## src/sv/spt_pkg.sv

```systemverilog
// Package for the spin polarization transform block.
// Holds widths, status and register codes, shared types and fixed-point helpers.
// No dependencies.
package spt_pkg;

    // Default number of fraction bits of all fixed-point values.
    localparam int FRAC_BITS_DEF = 14;

    // Signed width of every intermediate value of the numerator datapath.
    localparam int VW = 48;
    // Width of a full product before rounding.
    localparam int PW = VW + 16;
    // Width of a positive divisor.
    localparam int DW = 32;
    // Width of the scaled dividend and of the division remainder.
    localparam int XW = 56;
    // Quotient bits kept by the divider; anything larger saturates.
    localparam int QB = 17;
    // Width of the sum of squares and number of square-root steps.
    localparam int SW = 32;
    localparam int SQ_N = SW / 2;

    // Configuration port geometry.
    localparam int ADDR_W = 5;
    localparam int REG_IDX_W = 3;
    localparam logic [REG_IDX_W-1:0] REG_POL_X = 3'd0;
    localparam logic [REG_IDX_W-1:0] REG_POL_Y = 3'd1;
    localparam logic [REG_IDX_W-1:0] REG_POL_Z = 3'd2;
    localparam logic [REG_IDX_W-1:0] REG_COS_AZ = 3'd3;
    localparam logic [REG_IDX_W-1:0] REG_SIN_AZ = 3'd4;

    // Result status codes.
    localparam logic [1:0] ST_OK = 2'd0;
    localparam logic [1:0] ST_SAT = 2'd1;
    localparam logic [1:0] ST_FAULT = 2'd2;

    // Depth of the queue between the front and back parts.
    localparam int Q_DEPTH = 4;
    localparam int Q_PTR_W = 2;

    // Output saturation limits.
    localparam logic [QB-1:0] POS_LIMIT = 17'd32767;
    localparam logic [QB-1:0] NEG_LIMIT = 17'd32768;

    typedef struct packed {
        logic signed [15:0] pol_x;
        logic signed [15:0] pol_y;
        logic signed [15:0] pol_z;
        logic signed [15:0] cos_az;
        logic signed [15:0] sin_az;
    } cfg_t;

    // One classified item: tag, three numerators and the shared divisor.
    typedef struct packed {
        logic [15:0] tag;
        logic signed [VW-1:0] nx;
        logic signed [VW-1:0] ny;
        logic signed [VW-1:0] nz;
        logic signed [VW-1:0] den;
    } work_t;

    // Round a full product to f fraction bits, half up (floor after bias).
    function automatic logic signed [VW-1:0] rnd_q(input logic signed [PW-1:0] x,
                                                    input int f);
        logic signed [PW-1:0] bias;
        logic signed [PW-1:0] t;
        bias = PW'(1) <<< (f - 1);
        t = x + bias;
        return VW'(t >>> f);
    endfunction

    // Fixed-point product with rounding.
    function automatic logic signed [VW-1:0] fmul(input logic signed [VW-1:0] a,
                                                   input logic signed [15:0] b,
                                                   input int f);
        logic signed [PW-1:0] p;
        p = PW'(a) * PW'(b);
        return rnd_q(p, f);
    endfunction

endpackage

```

## src/sv/spt_regs.sv

```systemverilog
// Configuration registers behind an APB-style port.
// Depends on spt_pkg for the register map and the configuration struct.
module spt_regs #(
    parameter int FRAC_BITS = spt_pkg::FRAC_BITS_DEF
) (
    input  logic                        clk,
    input  logic                        rst_n,
    input  logic                        psel,
    input  logic                        penable,
    input  logic                        pwrite,
    input  logic [spt_pkg::ADDR_W-1:0]  paddr,
    input  logic [31:0]                 pwdata,
    output logic [31:0]                 prdata,
    output logic                        pready,
    output spt_pkg::cfg_t               cfg
);

    spt_pkg::cfg_t cfg_reg;
    spt_pkg::cfg_t cfg_next;
    logic [spt_pkg::REG_IDX_W-1:0] idx;
    logic wr_en;

    assign idx = paddr[spt_pkg::ADDR_W-1:2];
    assign wr_en = psel && penable && pwrite;
    assign pready = 1'b1;
    assign cfg = cfg_reg;

    // Register write decode; indexes past the map are ignored.
    always_comb
    begin
        cfg_next = cfg_reg;
        if (wr_en)
        begin
            unique case (idx)
                spt_pkg::REG_POL_X: cfg_next.pol_x = pwdata[15:0];
                spt_pkg::REG_POL_Y: cfg_next.pol_y = pwdata[15:0];
                spt_pkg::REG_POL_Z: cfg_next.pol_z = pwdata[15:0];
                spt_pkg::REG_COS_AZ: cfg_next.cos_az = pwdata[15:0];
                spt_pkg::REG_SIN_AZ: cfg_next.sin_az = pwdata[15:0];
                default: cfg_next = cfg_reg;
            endcase
        end
    end

    always_ff @(posedge clk or negedge rst_n)
    begin
        if (!rst_n)
        begin
            cfg_reg.pol_x <= '0;
            cfg_reg.pol_y <= '0;
            cfg_reg.pol_z <= '0;
            cfg_reg.cos_az <= 16'(1 << FRAC_BITS);
            cfg_reg.sin_az <= '0;
        end
        else
        begin
            cfg_reg <= cfg_next;
        end
    end

    // Read mux.
    always_comb
    begin
        unique case (idx)
            spt_pkg::REG_POL_X: prdata = {16'b0, cfg_reg.pol_x};
            spt_pkg::REG_POL_Y: prdata = {16'b0, cfg_reg.pol_y};
            spt_pkg::REG_POL_Z: prdata = {16'b0, cfg_reg.pol_z};
            spt_pkg::REG_COS_AZ: prdata = {16'b0, cfg_reg.cos_az};
            spt_pkg::REG_SIN_AZ: prdata = {16'b0, cfg_reg.sin_az};
            default: prdata = '0;
        endcase
    end

endmodule

```

## config.mk

```make
export PLATFORM = sky130hd
export DESIGN_NAME = spt_regs
export DESIGN_NICKNAME = d
export VERILOG_FILES = /design/src/sv/spt_pkg.sv /design/src/sv/spt_regs.sv
export SDC_FILE = /design/constraint.sdc
export NUM_CORES = 1
export LEC_CHECK = 0
export BUFFER_PORTS_ARGS = -buffer_cell sky130_fd_sc_hd__buf_2
export CORE_MARGIN = 1
export CORE_UTILIZATION = 40
export DETAILED_ROUTE_END_ITERATION = 7
export HOLD_SLACK_MARGIN = 0.15
export PLACE_DENSITY = 0.69
export SETUP_SLACK_MARGIN = 0.5
export SYNTH_ARGS = -nofsm -noshare
export SYNTH_HDL_FRONTEND = slang
export SYNTH_SLANG_ARGS = --single-unit
```

## constraint.sdc

```tcl
create_clock -name clk -period 2 [get_ports clk]
set_clock_uncertainty 0.1 [all_clocks]
set_input_delay 0.5 -clock clk [delete_from_list [all_inputs] [get_ports clk]]
set_output_delay 0.5 -clock clk [all_outputs]
set_load 0.01 [all_outputs]
```

==> results.sh, run 1 <==
export IMPL_core_area_um2=9280
export IMPL_worstSetupPathType="input port to primary output"
export IMPL_hold_path_class="input port to flip-flop"
export IMPL_ir_drop_mv=0.524
export IMPL_setup_violations=16
export IMPL_setup_ws_ns=-0.113
export IMPL_area_growth_pct=60.5
export IMPL_nFillCells=683
export IMPL_grt_pass1_vias=2993
export IMPL_drt_vias_per_instance=4.92
export IMPL_pwr_share_comb=0.336
export IMPL_grt_pass1_wl_mm=17.3
export IMPL_synth_xor_area_share=0
export IMPL_post_route_util=0.666
export IMPL_swShare=0.288
export IMPL_cts_tree="built"
export IMPL_rows=35
export IMPL_netlist_area_um2=3850
export IMPL_min_period_ns=2.11
export IMPL_drtAntennaViolNets=0
export IMPL_drive_above_1_share=0.686
export IMPL_drv_cap=0
export IMPL_cpLargestDelayFamily="buffers and inverters"
export IMPL_drt_pre_antenna_iters=4
export IMPL_power_switching_mw=1.58
export IMPL_p_int_mw=3.92
export IMPL_grt_overflow=0
export IMPL_clockBufferDepth=2
export IMPL_max_freq_mhz=473
export IMPL_ctsHtreeMaxLevel=3
export IMPL_hpwlAfterDp_mm=7.18
export IMPL_synth_distinct_cells=27
export IMPL_largest_register_ffs=80
export IMPL_clockPowerShare=0.259
export IMPL_fin_crit_sh=1.06
export IMPL_synthMuxAreaShare=0.319
export IMPL_synth_compound_area_frac=0.0458
export IMPL_netlist_top_cell_by_area="dfrtp_1"
export IMPL_synth_warnings=0
export IMPL_routabilityCongestion=0.747
export IMPL_critPathLaunchType="input port"
export IMPL_critPathMaxFanout=4
export IMPL_cpMaxStageDelayCell="nor2b_4"
export IMPL_cts_inserted_buffers=9
export IMPL_nets=505
export IMPL_start_util=0.415
export IMPL_synthTopCellsByArea="dfrtp_1 (51%), mux2_2 (27%), buf_4 (4.3%), mux2i_1 (4.2%), a221o_1 (3.6%)"
export IMPL_fp_dieArea_um2=10000
export IMPL_clk_root_buffer_cell="clkbuf_8"
export IMPL_cp_cell_sequence="buf_12, buf_12, nor2b_4, nor2b_4, buf_6, a221o_1, buf_2"
export IMPL_drtIter0Drc=77
export IMPL_clk_latency_ns=0.35
export IMPL_synth_top_family_by_area="multiplexers"
export IMPL_die_w_um=100
export IMPL_violations="setup timing"
export IMPL_drt_wl_total_mm=11.4
export IMPL_synth_top_area_frac=0.513
export IMPL_antenna_found_initial=0
export IMPL_seq_area_um2=2000
export IMPL_synthAdderAreaFrac=0
export IMPL_arrival_ns=1.51
export IMPL_powerDensity_nw_per_um2=890
export IMPL_power_leakage_nw=3.18
export IMPL_syn_instance_count=271
export IMPL_clock_sinks=80
export IMPL_wl_per_cell_um=19.2
export IMPL_grt_max_degree=36
export IMPL_fin_tns_setup_ns=-1.46
export IMPL_preCtsSetupSlack_ns=-0.245
export IMPL_grt_usage=0.234
export IMPL_multi_input_area_um2=2080
export IMPL_finalMaxSlewViolations=0
export IMPL_numPortBuffers=119
export IMPL_hold_viol_final=0
export IMPL_drc=0
export IMPL_holdWs_ns=0.339
export IMPL_cp_end_kind="primary output"
export IMPL_rsz0062_at_grt="yes"
export IMPL_die_y_um=100
export IMPL_synth_seq_cells=80
export IMPL_required_ns=1.40
export IMPL_ios=155
export IMPL_seq_power_share=0.405
export IMPL_path_clk_slew_ns=0.09
export IMPL_vias=2936
export IMPL_yosysSeqAreaShare=0.520
export IMPL_outcome="finished, violations left"
export IMPL_crit_buf_inv=4
export IMPL_cpPeakStageDelay_ns=0.24
export IMPL_synth_area_per_cell_um2=14.2
export IMPL_synth_simple_area_share=0.0529
export IMPL_num_antenna_cells=0
export IMPL_fin_total_pwr_mw=5.50
==> worst reg2reg max path, delay by kind of cell, from the launching register on <==
family | cells | cell delay (ns)
buffers and inverters | 2 | 0.27
flip-flops | 1 | 0.42
multiplexers | 1 | 0.26
==> synth_stat cells, drive strengths merged <==
library cell	count
nor3	2
dfrtp	79
mux2	95
nor2b	2
dfstp	1
nand2b	1
o32ai	1
nor2	16
a21o	1
mux2i	16
buf	31
a21oi	1
nand4b	1
conb	2
a221o	14
nand2	2
o22ai	1
nor3b	3
nand4	1
a2bb2oi	1
==> final cells by class <==
type	instances	area share
Clock buffer	10	0.0206
Clock inverter	6	0.0176
Multi-Input combinational cell	175	0.337
Sequential cell	80	0.324
Tap cell	129	0.0261
Timing Repair Buffer	197	0.275
==> metal layers <==
layer	share of wire	track usage	vias up
li1	-	-	1336
met2	0.50	0.394	96
met1	0.44	0.311	1489
met4	0.019	0.0780	0
met5	0	0	-
met3	0.042	0.0355	15
==> kinds of logic (layout without fill, tap and decap cells) <==
family,after synthesis,in the layout
buf+inv,31,213
simple gates,28,28
flops,80,80
compound gates,19,19
other cells,2,17
mux,111,111
==> cells in the final DEF (no fill, tap or decap), types with 2 or more instances in the layout <==
master and instances:
a221o_1 14, buf_12 12, buf_16 4, buf_2 95, buf_4 32, buf_6 49
buf_8 3, bufinv_16 3, clkbuf_8 9, clkinv_2 2, conb_1 17, dfrtp_1 79
mux2_4 95, mux2i_1 15, nand2_1 2, nor2_1 14, nor2_4 2, nor2b_4 2
nor3_4 2, nor3b_4 3
==> metrics by stage <==
stage               cells  cell area [µm²]
floorplan             286             4340
global placement      534             5120
detailed placement    534             5120
CTS                   583             6040
global route          597             6180
finish                597             6180
==> power by group through the flow <==
stage	logic, mW	registers, mW	clock network (mW)
2_1_floorplan	0.778	2.33	0
3_3_place_gp	1.44	2.22	0
3_5_place_dp	1.46	2.23	0
4_1_cts	1.74	2.21	1.45
5_1_grt	1.97	2.26	1.53
6_report	1.85	2.23	1.43
==> path summary, 6_finish.rpt <==
path                            from   endpoint  slack, ns  depth (start not counted)
setup / recovery            paddr[4]  prdata[3]      -0.11                          7
hold / removal             pwdata[4]     cfg[4]       0.34                          2
setup reg to reg              cfg[1]     cfg[1]       0.85                          3
hold reg to reg              cfg[68]    cfg[68]       0.44                          1
max in group asynchronous      rst_n    cfg[38]       0.70                          3
min in group asynchronous      rst_n    cfg[49]       0.50                          2
==> repair_timing <==
action / in CTS / in global routing
resized for setup: 77 / 8
buffers inserted: 27 / 14
gates cloned: 5 / 0
hold endpoints to repair: 23 / 0
setup endpoints to repair: 171 / 173
pin swaps: 21 / 3
hold buffers: 1 / 0
Note: power is estimated with default switching activity, not from simulation.
==> inputs of run 2 (changes only) <==
--- a/config.mk
+++ b/config.mk
@@ -12,6 +12,7 @@
 export HOLD_SLACK_MARGIN = 0.15
 export PLACE_DENSITY = 0.69
 export SETUP_SLACK_MARGIN = 0.5
+export SKIP_LAST_GASP = 1
 export SYNTH_ARGS = -nofsm -noshare
 export SYNTH_HDL_FRONTEND = slang
 export SYNTH_SLANG_ARGS = --single-unit
==> run 2 against run 1 <==
The run still ends with setup timing left. Cell count grew 0.17%. Critical path depth unchanged. Global-route usage fell by 0.075 points. Largest cell class unchanged. Highest routed layer unchanged.
==> results.sh, run 2 (synthesized netlist as in run 1, its figures left out) <==
export IMPL_pwr_share_comb=0.333
export IMPL_seq_power_share=0.406
export IMPL_path_clk_slew_ns=0.09
export IMPL_hold_depth=2
export IMPL_finalMaxSlewViolations=0
export IMPL_nFillCells=690
export IMPL_power_switching_mw=1.57
export IMPL_hold_viol_final=0
export IMPL_drv_cap=0
export IMPL_grt_overflow=0
export IMPL_max_freq_mhz=473
export IMPL_largest_register_ffs=80
export IMPL_drt_pre_antenna_iters=4
export IMPL_grt_pass1_wl_mm=17.3
export IMPL_worst_r2r_endpoint="cfg[1]"
export IMPL_startpoint="paddr[4]"
export IMPL_rsz0062_at_grt="yes"
export IMPL_arrival_ns=1.51
export IMPL_die_w_um=100
export IMPL_seq_area_um2=2000
export IMPL_p_int_mw=3.89
export IMPL_ff2ff_setup_slack_ns=0.85
export IMPL_final_common_cell="buf_2"
export IMPL_drtAntennaViolNets=0
export IMPL_area_growth_pct=59.3
export IMPL_preCtsSetupSlack_ns=-0.245
export IMPL_fp_dieArea_um2=10000
export IMPL_drc=0
export IMPL_setup_violations=16
export IMPL_multi_input_area_um2=2080
export IMPL_drt_wl_total_mm=11.3
export IMPL_cp_end_kind="primary output"
export IMPL_worstRegToRegCells=3
export IMPL_routabilityCongestion=0.747
export IMPL_swShare=0.288
export IMPL_ctsHtreeMaxLevel=3
export IMPL_required_ns=1.40
export IMPL_place_area_um2=5120
export IMPL_min_period_ns=2.11
export IMPL_antenna_found_initial=0
export IMPL_ir_drop_mv=0.472
export IMPL_core_area_um2=9280
export IMPL_grt_usage=0.234
export IMPL_hpwlAfterDp_mm=7.18
export IMPL_num_antenna_cells=0
export IMPL_die_y_um=100
export IMPL_wl_per_cell_um=18.9
export IMPL_setup_ws_ns=-0.115
export IMPL_vias=2917
export IMPL_clock_sinks=80
export IMPL_worstSetupPathType="input port to primary output"
export IMPL_power_leakage_nw=3.17
export IMPL_critPathMaxFanout=4
export IMPL_clockBufferDepth=2
export IMPL_fin_crit_sh=1.06
export IMPL_numPortBuffers=119
export IMPL_fin_cells=598
export IMPL_ios=155
export IMPL_grt_pass1_vias=2983
export IMPL_outcome="finished, violations left"
export IMPL_timing_rr_start="cfg[1]"
export IMPL_clk_root_buffer_cell="clkbuf_8"
export IMPL_clockPowerShare=0.261
export IMPL_hold_path_class="input port to flip-flop"
export IMPL_violations="setup timing"
export IMPL_fin_tns_setup_ns=-1.49
export IMPL_powerDensity_nw_per_um2=889
export IMPL_start_util=0.415
export IMPL_critPathLaunchType="input port"
export IMPL_drt_vias_per_instance=4.88
export IMPL_grt_max_degree=36
export IMPL_clk_latency_ns=0.34
export IMPL_drive_above_1_share=0.687
export IMPL_crit_path_end="prdata[3]"
export IMPL_final_area_um2=6140
export IMPL_final_cell_mix="buf_2 (104), mux2_4 (95), dfrtp_1 (79), buf_6 (40), buf_4 (33)"
export IMPL_rows=35
export IMPL_drtIter0Drc=89
export IMPL_dp_cells=534
export IMPL_cts_inserted_buffers=9
export IMPL_nets=506
export IMPL_cts_tree="built"
## run 2: power groups by stage
stage	Sequential, mW	Clock (mW)	Combinational [mW]
finish	2.21	1.42	1.82
global route	2.25	1.53	1.93
CTS	2.20	1.45	1.71
detailed placement	2.23	0	1.46
global placement	2.22	0	1.44
floorplan	2.33	0	0.778
## run 2: per-stage QoR
step           hold slack [ns]  power [mW]   util
6_report                 0.339        5.46  0.661
5_1_grt                  0.336        5.71  0.661
4_1_cts                  0.325        5.36  0.646
3_5_place_dp             0.333        3.69  0.552
3_3_place_gp             0.327        3.65  0.552
2_1_floorplan            0.104        3.11      -
## run 2: final cells by class
cell class	count	share of cell area
well taps	129	0.0263
clock buffers	10	0.0208
clock inverters	6	0.0177
flip-flops and latches	80	0.326
repair buffers	198	0.269
multi-input cells	175	0.340
## run 2: worst min-delay path by stage
stage	to	start	slack [ns]
6_report	cfg[4]	pwdata[4]	0.34
5_1_grt	cfg[68]	pwdata[4]	0.34
4_1_cts	cfg[34]	pwdata[2]	0.33
3_5_place_dp	cfg[64]	rst_n	0.33
3_3_place_gp	cfg[64]	rst_n	0.33
2_1_floorplan	cfg[0]	rst_n	0.10
## run 2: layer usage
metal	GRT usage	part of all wire	vias up
li1	-	-	1334
met5	0	0	-
met4	0.0803	0.017	0
met2	0.388	0.49	99
met3	0.0341	0.040	14
met1	0.313	0.45	1470
## run 2: critical path: stages
cell,delay [ns]
buf_12,0.12
buf_12,0.12
nor2b_4,0.11
nor2b_4,0.24
buf_6,0.15
a221o_1,0.15
buf_2,0.13
## run 2: repair_timing
action	4_1_cts	5_1_grt
hold endpoints to repair	23	0
gates resized for setup	67	7
endpoints found under the setup margin	171	173
cloned	5	0
hold buffers	1	0
setup buffers	27	15
pin swaps	20	3
