`src/sv/spt_pkg.sv`:
```
// Package for the spin polarization transform block.
// Holds widths, status and register codes, shared types and fixed-point helpers.
// No dependencies.
package spt_pkg;

    // Default number of fraction bits of all fixed-point values.
    localparam int FRAC_BITS_DEF = 14;

    // Signed width of every intermediate value of the numerator datapath.
    localparam int VW = 48;
    // Width of a full product before rounding.
    localparam int PW = VW + 16;
    // Width of a positive divisor.
    localparam int DW = 32;
    // Width of the scaled dividend and of the division remainder.
    localparam int XW = 56;
    // Quotient bits kept by the divider; anything larger saturates.
    localparam int QB = 17;
    // Width of the sum of squares and number of square-root steps.
    localparam int SW = 32;
    localparam int SQ_N = SW / 2;

    // Configuration port geometry.
    localparam int ADDR_W = 5;
    localparam int REG_IDX_W = 3;
    localparam logic [REG_IDX_W-1:0] REG_POL_X = 3'd0;
    localparam logic [REG_IDX_W-1:0] REG_POL_Y = 3'd1;
    localparam logic [REG_IDX_W-1:0] REG_POL_Z = 3'd2;
    localparam logic [REG_IDX_W-1:0] REG_COS_AZ = 3'd3;
    localparam logic [REG_IDX_W-1:0] REG_SIN_AZ = 3'd4;

    // Result status codes.
    localparam logic [1:0] ST_OK = 2'd0;
    localparam logic [1:0] ST_SAT = 2'd1;
    localparam logic [1:0] ST_FAULT = 2'd2;

    // Depth of the queue between the front and back parts.
    localparam int Q_DEPTH = 4;
    localparam int Q_PTR_W = 2;

    // Output saturation limits.
    localparam logic [QB-1:0] POS_LIMIT = 17'd32767;
    localparam logic [QB-1:0] NEG_LIMIT = 17'd32768;

    typedef struct packed {
        logic signed [15:0] pol_x;
        logic signed [15:0] pol_y;
        logic signed [15:0] pol_z;
        logic signed [15:0] cos_az;
        logic signed [15:0] sin_az;
    } cfg_t;

    // One classified item: tag, three numerators and the shared divisor.
    typedef struct packed {
        logic [15:0] tag;
        logic signed [VW-1:0] nx;
        logic signed [VW-1:0] ny;
        logic signed [VW-1:0] nz;
        logic signed [VW-1:0] den;
    } work_t;

    // Round a full product to f fraction bits, half up (floor after bias).
    function automatic logic signed [VW-1:0] rnd_q(input logic signed [PW-1:0] x,
                                                    input int f);
        logic signed [PW-1:0] bias;
        logic signed [PW-1:0] t;
        bias = PW'(1) <<< (f - 1);
        t = x + bias;
        return VW'(t >>> f);
    endfunction

    // Fixed-point product with rounding.
    function automatic logic signed [VW-1:0] fmul(input logic signed [VW-1:0] a,
                                                   input logic signed [15:0] b,
                                                   input int f);
        logic signed [PW-1:0] p;
        p = PW'(a) * PW'(b);
        return rnd_q(p, f);
    endfunction

endpackage

```
`src/sv/spt_queue.sv`:
```
// Short queue between the front and back parts.
// Depends on spt_pkg for the item type and depth.
module spt_queue (
    input  logic            clk,
    input  logic            rst_n,
    input  logic            push,
    input  spt_pkg::work_t  push_data,
    input  logic            pop,
    output spt_pkg::work_t  head,
    output logic            full,
    output logic            empty
);

    localparam int PTR_W = spt_pkg::Q_PTR_W;
    localparam int CNT_W = PTR_W + 1;

    spt_pkg::work_t slot_reg [spt_pkg::Q_DEPTH];
    logic [PTR_W-1:0] wr_ptr_reg, wr_ptr_next;
    logic [PTR_W-1:0] rd_ptr_reg, rd_ptr_next;
    logic [CNT_W-1:0] cnt_reg, cnt_next;

    assign full = (cnt_reg == CNT_W'(spt_pkg::Q_DEPTH));
    assign empty = (cnt_reg == '0);
    assign head = slot_reg[rd_ptr_reg];

    // Pointer and fill count update.
    always_comb
    begin
        wr_ptr_next = push ? wr_ptr_reg + 1'b1 : wr_ptr_reg;
        rd_ptr_next = pop ? rd_ptr_reg + 1'b1 : rd_ptr_reg;
        cnt_next = cnt_reg + CNT_W'(push) - CNT_W'(pop);
    end

    always_ff @(posedge clk or negedge rst_n)
    begin
        if (!rst_n)
        begin
            wr_ptr_reg <= '0;
            rd_ptr_reg <= '0;
            cnt_reg <= '0;
        end
        else
        begin
            wr_ptr_reg <= wr_ptr_next;
            rd_ptr_reg <= rd_ptr_next;
            cnt_reg <= cnt_next;
        end
    end

    // Slot storage.
    always_ff @(posedge clk)
    begin
        if (push)
        begin
            slot_reg[wr_ptr_reg] <= push_data;
        end
    end

endmodule

```
`config.mk`:
```
export PLATFORM = sky130hd
export DESIGN_NAME = spt_queue
export DESIGN_NICKNAME = d
export VERILOG_FILES = /design/src/sv/spt_pkg.sv /design/src/sv/spt_queue.sv
export SDC_FILE = /design/constraint.sdc
export NUM_CORES = 1
export LEC_CHECK = 0
export CORE_ASPECT_RATIO = 0.7
export CORE_MARGIN = 3
export CORE_UTILIZATION = 35
export CTS_CLUSTER_SIZE = 10
export DETAILED_ROUTE_END_ITERATION = 10
export DONT_BUFFER_PORTS = 1
export PLACE_DENSITY = 0.55
export RECOVER_POWER = 50
export SYNTH_ARGS = -nofsm -noshare
export SYNTH_HDL_FRONTEND = slang
export SYNTH_SLANG_ARGS = --single-unit
```
`constraint.sdc`:
```
create_clock -name clk -period 18.6 [get_ports clk]
set_clock_uncertainty 0.15 [all_clocks]
set_input_delay 3.72 -clock clk [delete_from_list [all_inputs] [get_ports clk]]
set_output_delay 3.72 -clock clk [all_outputs]
set_load 0.02 [all_outputs]
```
==> flow_summary_export.csv, run 1 <==
group,metric,value,unit
grt,overflow,0,
timing,setup_viol,0,
floorplan,fp.dieW,360,microns
floorplan,die_h,253,microns
clock_network,clkSinkCount,839,
floorplan,start_util,0.354,
grt,grtUsageTotal,0.126,
placed_design,port_buffers,0,
yosys,synth.area.top_cells,"edfxtp_1, mux4_2, buf_12, dfrtp_1, buf_2",
yosys,ys_warn_count,0,
yosys,synth_nets,1340,
cells_and_area,register_area,0.0252,sq mm
clock_network,clk_pin_slew_worst_paths,0.05,ns
timing,min_period,7.98,ns
timing,hold_viol,0,
placed_design,dpl.hpwl,34.5,mm
run,max_cap_violations,3,
cells_and_area,fillers,7499,
route,routed_wl,58.3,mm
cells_and_area,largest_reg_flops,832,
timing,rsz0062_at_grt,"false",
run_status,status,"complete, but fails checks",
pwr,power_leakage,10.5,nW
clock_network,postCtsResizedCells,0,
clock_network,clk_latency,0.65,ns
setup_path,required,18.71,ns
floorplan,coreArea,0.0865,sq mm
cells_and_area,nets,1407,
yosys,synth_area,0.0306,sq mm
route,postRouteAntennaNets,0,
run_status,violations,"max-capacitance violations, max-slew violations",
clock_network,postCtsSetupRepairBufs,0,
pwr,powerDensity,168,mW/mm^2
setup_path,worstSetupPathType,"primary input to register",
grt,grt_max_degree,120,
grt,antenna_found_initial,0,
yosys,synth-seq-cells,839,
route,firstDrtPassIters,4,
clock_network,clk_path_buf_depth,3,
setup_path,worst_setup_path_end_kind,"register",
timing,worst_pin_slew,3.42,ns
floorplan,dieArea,0.0911,sq mm
clock_network,cts_tree,"yes",
clock_network,cts_max_level,3,
setup_path,critical_path.startpoint_type,"primary input",
timing,final_max_slew_viol_count,119,
cells_and_area,area_growth_syn_to_layout,11.8,%
route,drt_iter0_markers,991,
timing,relSlewSlack,-1.28,
route,vias_per_cell,4.96,
clock_network,cts-root-buf,"clkbuf_16",
yosys,post-synth-top-area-cell,"edfxtp_1",
hold_path,hold_path_class,"register to register",
floorplan,row_count,90,
grt,grt_pass1_vias,12400,
floorplan,io_pins,422,
placed_design,place.gp.congestion,0.738,
yosys,syn_inst,1121,
placed_design,place_area,0.0317,sq mm
yosys,synth.yosys.seq_area_share,0.821,
yosys,synth_top_area_frac,0.816,
timing,period_share,0.429,
cells_and_area,design_area,0.0343,sq mm
yosys,syn_area_per_cell,27.3,sq um
route,post-route-drc-count,0,
cells_and_area,antenna_cells,0,
timing,clock.fmax,125,MHz
setup_path,cp.arrival,8.09,ns
cells_and_area,multi_input_area,0.00487,sq mm
grt,grt_pass1_wl,84.8,mm
setup_path,crit_fanout,57,
route,wl_per_cell,24.7,microns
route,vias,11700,
pwr,ir_drop,0.131,mV
clock_network,cts_buffers,95,
timing,tns,0,ns
clock_network,cts_hold_buf,0,
yosys,synth_cell_types,18,
cells_and_area,drive_above_1_share,0.275,
## metal layers
metal  part of all wire  track usage  vias up
met1               0.38        0.149     6302
met5                  0            0        -
met4              0.018       0.0351        0
li1                   -            -     4967
met2               0.50        0.205      348
met3               0.10       0.0654       87
## placed cells by master (no fill, tap or decap), drive strengths merged
| cell | netlist | final |
|---|---|---|
| dfrtp | 7 | 7 |
| clkinv | 0 | 3 |
| xnor2 | 3 | 3 |
| ha | 6 | 6 |
| clkbuf | 1 | 110 |
| nand2 | 2 | 2 |
| edfxtp | 832 | 832 |
| inv | 6 | 10 |
| mux4 | 208 | 208 |
| o21ai | 1 | 1 |
| buf | 46 | 17 |
| nor3 | 1 | 1 |
| and3 | 1 | 1 |
| fa | 1 | 1 |
| bufinv | 0 | 1 |
| xor2 | 2 | 2 |
| and2 | 4 | 4 |
## cell usage after synthesis (all sizes together)
cell,instances
mux4,208
nor3,1
edfxtp,832
and3,1
o21ai,1
ha,6
fa,1
xor2,2
clkbuf,1
nand2,2
inv,6
dfrtp,7
and2,4
xnor2,3
buf,46
## worst max-delay path, stage by stage
cell and delay [ns]:
and2_0 2.45, buf_4 1.00, buf_4 0.77
## cell families after synthesis
| logic type | share of synthesized area |
|---|---|
| XOR/XNOR | 0.00143 |
| buffers and inverters | 0.0194 |
| multiplexers | 0.153 |
| AND/OR/NAND/NOR | 0.00143 |
| flip-flops | 0.821 |
| AO/OA/AOI/OAI | 0.000163 |
| adder cells (fa/ha/maj) | 0.00310 |
## area by class of cell
class	count	area share
Multi-Input combinational cell	229	0.142
Sequential cell	839	0.735
Tap cell	1150	0.0420
Timing Repair Buffer	17	0.00446
Clock inverter	8	0.00223
Clock buffer	110	0.0735
Inverter	6	0.000658
## power breakdown
part | switching [mW] | internal, mW | leakage, nW
Sequential | 0.108 | 2.48 | 7.72
Combinational | 1.03 | 0.521 | 1.54
Clock | 0.656 | 0.952 | 1.27
## metrics by stage
step           power, mW  setup slack, ns  utilization  hold slack (ns)  instances
2_1_floorplan       4.02             9.42            -            0.341       1121
3_3_place_gp        4.21            11.36        0.366            0.360       2241
3_5_place_dp        4.24            11.31        0.366            0.386       2241
4_1_cts             5.86            10.56        0.396            0.397       2359
5_1_grt             6.01            10.22        0.396            0.444       2359
6_report            5.75            10.62        0.396            0.388       2359
## worst paths after layout
check / start / to / slack (ns) / depth (start not counted)
worst max-delay path: push / slot_reg[3][107]$_DFFE_PP_ / 10.62 / 3
worst min-delay path: wr_ptr_reg[0]$_DFFE_PN0P_ / wr_ptr_reg[0]$_DFFE_PN0P_ / 0.39 / 1
worst max register to register: wr_ptr_reg[0]$_DFFE_PN0P_ / slot_reg[2][100]$_DFFE_PP_ / 13.06 / 5
worst min register to register: wr_ptr_reg[0]$_DFFE_PN0P_ / wr_ptr_reg[0]$_DFFE_PN0P_ / 0.39 / 1
max in group asynchronous: rst_n / rd_ptr_reg[1]$_DFFE_PN0P_ / 15.60 / 0
min in group asynchronous: rst_n / wr_ptr_reg[0]$_DFFE_PN0P_ / 2.61 / 0
No activity file was read; power rests on OpenSTA's default activity.
==> inputs of run 2 (changes only) <==
==> constraint.sdc (replaced) <==
create_clock -name clk -period 7.6 [get_ports clk]
set_clock_uncertainty 0.15 [all_clocks]
set_input_delay 1.52 -clock clk [delete_from_list [all_inputs] [get_ports clk]]
set_output_delay 1.52 -clock clk [all_outputs]
set_load 0.02 [all_outputs]
==> run 2 against run 1 <==
Against the previous run:
- the run still ends with max-capacitance violations, max-slew violations left
- routed wire length grew 2.0%
- register-to-register slack lost 9.9 ns
- first-iteration DRC count grew 0.61%
- final cell count shrank 0.17%
- critical path depth shrank 1
==> flow_summary_export.csv, run 2 (same netlist as run 1, synthesis figures left out) <==
group,metric,value,unit
run_status,status,"complete, but fails checks",
run_status,violations,"max-capacitance violations, max-slew violations",
route,vias,11700,
cells_and_area,nets,1406,
cells_and_area,fin_util,0.396,
cells_and_area,area_growth_syn_to_layout,11.8,%
cells_and_area,instances_no_fill,2355,
clock_network,cts_hold_buf,0,
floorplan,row_count,90,
timing,final_max_slew_viol_count,122,
grt,overflow,0,
pwr,ir_drop,0.260,mV
route,wl_met1,22.8,mm
cells_and_area,drive_above_1_share,0.271,
clock_network,cts_max_level,3,
timing,setup_ws,2.96,ns
placed_design,dpl.hpwl,34.6,mm
placed_design,port_buffers,0,
timing,setup_viol,0,
clock_network,postCtsSetupRepairBufs,0,
hold_path,hold_path_class,"register to register",
route,vias_per_cell,4.99,
route,dr_wl_met3,5.64,mm
grt,grt_pass1_vias,12400,
clock_network,clk_latency,0.63,ns
timing,clock.fmax,216,MHz
timing,hold_ws,0.381,ns
cells_and_area,final_cell_mix,"edfxtp_1, mux4_2, clkbuf_16",
cells_and_area,mostFrequentLayoutCell,"edfxtp_1",
setup_path,worstSetupPathType,"register to output port",
floorplan,die_h,253,microns
setup_path,worst_setup_path_end_kind,"output port",
clock_network,postCtsResizedCells,0,
floorplan,start_util,0.354,
placed_design,dp.cells,2240,
grt,antenna_found_initial,0,
clock_network,clkSinkCount,839,
clock_network,cts_buffers,95,
timing,rsz0062_at_grt,"false",
route,post-route-drc-count,0,
timing,tns,0,ns
clock_network,cts-root-buf,"clkbuf_16",
setup_path,required,5.93,ns
route,wl_met2,29.9,mm
pwr,power_leakage,10.5,nW
cells_and_area,antenna_cells,0,
pwr,powerDensity,410,mW/mm^2
floorplan,coreArea,0.0865,sq mm
grt,grt_max_degree,113,
floorplan,io_pins,422,
clock_network,clk_pin_slew_worst_paths,0.05,ns
timing,relSlewSlack,-1.12,
clock_network,cts_tree,"yes",
grt,grt_pass1_wl,86.3,mm
floorplan,dieArea,0.0911,sq mm
route,wl_per_cell,25.3,microns
placed_design,place.gp.congestion,0.703,
floorplan,fp.dieW,360,microns
cells_and_area,largest_reg_flops,832,
setup_path,critical_path.startpoint_type,"register",
timing,period_share,0.610,
setup_path,crit_fanout,94,
timing,worst_pin_slew,3.17,ns
route,firstDrtPassIters,4,
placed_design,place_ws,3.54,ns
timing,hold_viol,0,
setup_path,cp.arrival,2.97,ns
run,max_cap_violations,4,
route,highest_layer,"met4",
grt,grtUsageTotal,0.129,
route,routed_wl,59.5,mm
timing,min_period,4.64,ns
route,drt_iter0_markers,997,
clock_network,clk_path_buf_depth,3,
route,postRouteAntennaNets,0,
==> run 2: worst paths after layout <==
path                                                start                         to  slack [ns]  cells after the start
worst max register to register  wr_ptr_reg[0]$_DFFE_PN0P_  slot_reg[0][91]$_DFFE_PP_        3.17                      4
min in group asynchronous                           rst_n       cnt_reg[2]$_DFF_PN0_        0.43                      0
worst max-delay path            rd_ptr_reg[0]$_DFFE_PN0P_                   head[96]        2.96                      2
max in group asynchronous                           rst_n  rd_ptr_reg[1]$_DFFE_PN0P_        6.79                      0
worst min register to register  wr_ptr_reg[0]$_DFFE_PN0P_  wr_ptr_reg[0]$_DFFE_PN0P_        0.38                      1
worst min-delay path            wr_ptr_reg[0]$_DFFE_PN0P_  wr_ptr_reg[0]$_DFFE_PN0P_        0.38                      1
==> run 2: worst max-delay path, cell delays in order, from the launching register on <==
cell,delay (ns)
dfrtp_4,0.78
buf_12,0.55
mux4_2,0.73
==> run 2: layout make-up <==
class | count | area (sq um)
fillers | 7488 | 52300
flip-flops and latches | 839 | 25200
clock inverters | 5 | 47.5
well taps | 1150 | 1440
multi-input cells | 229 | 4870
clock buffers | 110 | 2480
repair buffers | 16 | 208
inverters | 6 | 22.5
==> run 2: stage by stage <==
step / total power [mW] / area (sq um)
5_1_grt: 14.7 / 34200
6_report: 14.0 / 34200
3_5_place_dp: 10.4 / 31700
2_1_floorplan: 9.85 / 30600
3_3_place_gp: 10.4 / 31700
4_1_cts: 14.4 / 34200
==> run 2: report_power, final <==
group	total (mW)	leakage [nW]	internal, mW	switching (mW)
Clock	3.87	1.24	2.28	1.59
Combinational	3.84	1.55	1.30	2.54
Sequential	6.33	7.72	6.07	0.258
Total	14.0	10.5	9.65	4.39
==> run 2: routing by layer <==
metal | vias up | track usage
met3 | 83 | 0.0608
met4 | 0 | 0.0373
met2 | 347 | 0.209
li1 | 4975 | -
met5 | - | 0
met1 | 6340 | 0.155
==> inputs of run 3 (changes only) <==
--- a/config.mk
+++ b/config.mk
@@ -11,7 +11,7 @@
 export CTS_CLUSTER_SIZE = 10
 export DETAILED_ROUTE_END_ITERATION = 10
 export DONT_BUFFER_PORTS = 1
-export PLACE_DENSITY = 0.55
+export PLACE_DENSITY = 0.57
 export RECOVER_POWER = 50
 export SYNTH_ARGS = -nofsm -noshare
 export SYNTH_HDL_FRONTEND = slang
==> constraint.sdc (replaced) <==
create_clock -name clk -period 3.8 [get_ports clk]
set_clock_uncertainty 0.15 [all_clocks]
set_input_delay 0.76 -clock clk [delete_from_list [all_inputs] [get_ports clk]]
set_output_delay 0.76 -clock clk [all_outputs]
set_load 0.02 [all_outputs]
==> run 3 against run 2 <==
Against the previous run:
- the run still ends with max-capacitance violations, max-slew violations left
- non-clock buffer count up 268
- worst hold slack worse by 0.32 ns
- worst setup slack worse by 2.6 ns
- utilization up 3.3 points
- design area up 8.4%
- largest power group unchanged
- highest routed layer is now met5
==> flow_summary_export.csv, run 3 (same netlist as run 1, synthesis figures left out) <==
group,metric,value,unit
setup_path,required,2.89,ns
setup_path,worst_setup_path_end_kind,"output port",
run_status,status,"complete, but fails checks",
cells_and_area,fillers,7299,
grt,grt_pass1_vias,13500,
grt,overflow,0,
floorplan,fp.dieW,360,microns
placed_design,dpl.hpwl,38.1,mm
timing,clock.fmax,295,MHz
floorplan,io_pins,422,
route,post-route-drc-count,0,
cells_and_area,register_area,0.0252,sq mm
route,vias_per_cell,4.97,
route,postRouteAntennaNets,0,
pwr,power_leakage,11.8,nW
run,max_cap_violations,2,
clock_network,cts_tree,"yes",
timing,period_share,0.893,
grt,antenna_found_initial,5,
run_status,violations,"max-capacitance violations, max-slew violations",
cells_and_area,multi_input_area,0.00487,sq mm
clock_network,cts_buffers,96,
floorplan,die_h,253,microns
timing,final_max_slew_viol_count,56,
cells_and_area,drive_above_1_share,0.251,
clock_network,cts_max_level,3,
timing,setup_ws,0.405,ns
placed_design,place.gp.congestion,0.724,
placed_design,place_ws,0.992,ns
timing,tns,0,ns
route,wl_per_cell,24.3,microns
route,drt_iter0_markers,1051,
timing,setup_viol,0,
timing,rsz0062_at_grt,"false",
floorplan,dieArea,0.0911,sq mm
pwr,powerDensity,783,mW/mm^2
clock_network,clk_pin_slew_worst_paths,0.06,ns
setup_path,cp.arrival,2.48,ns
pwr,ir_drop,0.454,mV
setup_path,worstSetupPathType,"register to output port",
cells_and_area,nets,1675,
cells_and_area,area_growth_syn_to_layout,21.1,%
setup_path,crit_fanout,21,
floorplan,start_util,0.354,
timing,hold_ws,0.0608,ns
grt,grt_max_degree,86,
route,routed_wl,63.7,mm
clock_network,postCtsSetupRepairBufs,0,
grt,grt_pass1_wl,92.5,mm
cells_and_area,final_cell_mix,"edfxtp_1, dlygate4sd3_1, mux4_2",
placed_design,port_buffers,0,
floorplan,coreArea,0.0865,sq mm
timing,hold_viol,0,
route,firstDrtPassIters,5,
cells_and_area,design_area,0.0371,sq mm
placed_design,place_area,0.0322,sq mm
hold_path,hold_path_class,"primary input to register",
timing,min_period,3.39,ns
route,vias,13000,
clock_network,postCtsResizedCells,0,
floorplan,row_count,90,
timing,worst_pin_slew,2.27,ns
cells_and_area,mostFrequentLayoutCell,"edfxtp_1",
grt,grtUsageTotal,0.138,
clock_network,clk_latency,0.64,ns
setup_path,critical_path.startpoint_type,"register",
clock_network,cts-root-buf,"clkbuf_16",
clock_network,clk_path_buf_depth,3,
cells_and_area,largest_reg_flops,832,
timing,relSlewSlack,-0.510,
clock_network,clkSinkCount,839,
[run 3: changes by cell type in the layout (fill, tap and decap cells not counted), sizes merged]
cell	before	now
buf	16	53
bufinv	1	2
clkbuf	110	104
clkinv	4	5
clkinvlp	0	1
diode	0	3
dlygate4sd3	0	231
inv	6	8
[run 3: cell type report]
type / count / area share
well taps: 1150 / 0.0388
diodes: 3 / 0.000202
clock buffers: 104 / 0.0667
multi-input cells: 229 / 0.131
repair buffers: 284 / 0.0805
inverters: 6 / 0.000607
flip-flops and latches: 839 / 0.678
clock inverters: 10 / 0.00327
[run 3: worst max-delay path: stages, from the launching register on]
cell	delay (ns)
dfrtp_4	0.67
buf_12	0.26
buf_12	0.24
mux4_2	0.62
[run 3: metrics by stage]
stage	instances	util	power, mW
after global placement	2277	0.372	21.2
after floorplan	1121	-	19.4
after CTS	2529	0.418	29.5
after detailed placement	2277	0.372	21.3
final	2625	0.429	29.0
after global routing	2624	0.429	30.4
[run 3: final timing paths]
check | from | endpoint | slack [ns] | cells past startpoint
hold / removal | push | wr_ptr_reg[1]$_DFFE_PN0P_ | 0.06 | 1
hold reg to reg | wr_ptr_reg[0]$_DFFE_PN0P_ | wr_ptr_reg[0]$_DFFE_PN0P_ | 0.38 | 1
setup / recovery | rd_ptr_reg[0]$_DFFE_PN0P_ | head[139] | 0.41 | 3
min in group asynchronous | rst_n | cnt_reg[2]$_DFF_PN0_ | 0.33 | 1
setup reg to reg | wr_ptr_reg[0]$_DFFE_PN0P_ | slot_reg[3][68]$_DFFE_PP_ | 0.45 | 3
max in group asynchronous | rst_n | rd_ptr_reg[0]$_DFFE_PN0P_ | 2.85 | 1
[run 3: metal layers]
| layer | wire length (microns) | global-route usage |
|---|---|---|
| met5 | 20 | 0 |
| met4 | 1090 | 0.0347 |
| met3 | 5370 | 0.0594 |
| met2 | 31200 | 0.214 |
| met1 | 26000 | 0.179 |
[run 3: timing repair]
action / CTS / global route
hold buffers: 138 / 93
endpoints found under the hold margin: 458 / 283
setup endpoints to repair: 0 / 0
[run 3: where the power goes]
group | leakage (nW) | internal [mW] | total [mW] | switching (mW)
Sequential | 7.72 | 12.1 | 12.5 | 0.430
Clock | 1.27 | 4.68 | 7.88 | 3.21
Combinational | 2.76 | 3.10 | 8.63 | 5.53
Total | 11.8 | 19.9 | 29.0 | 9.17
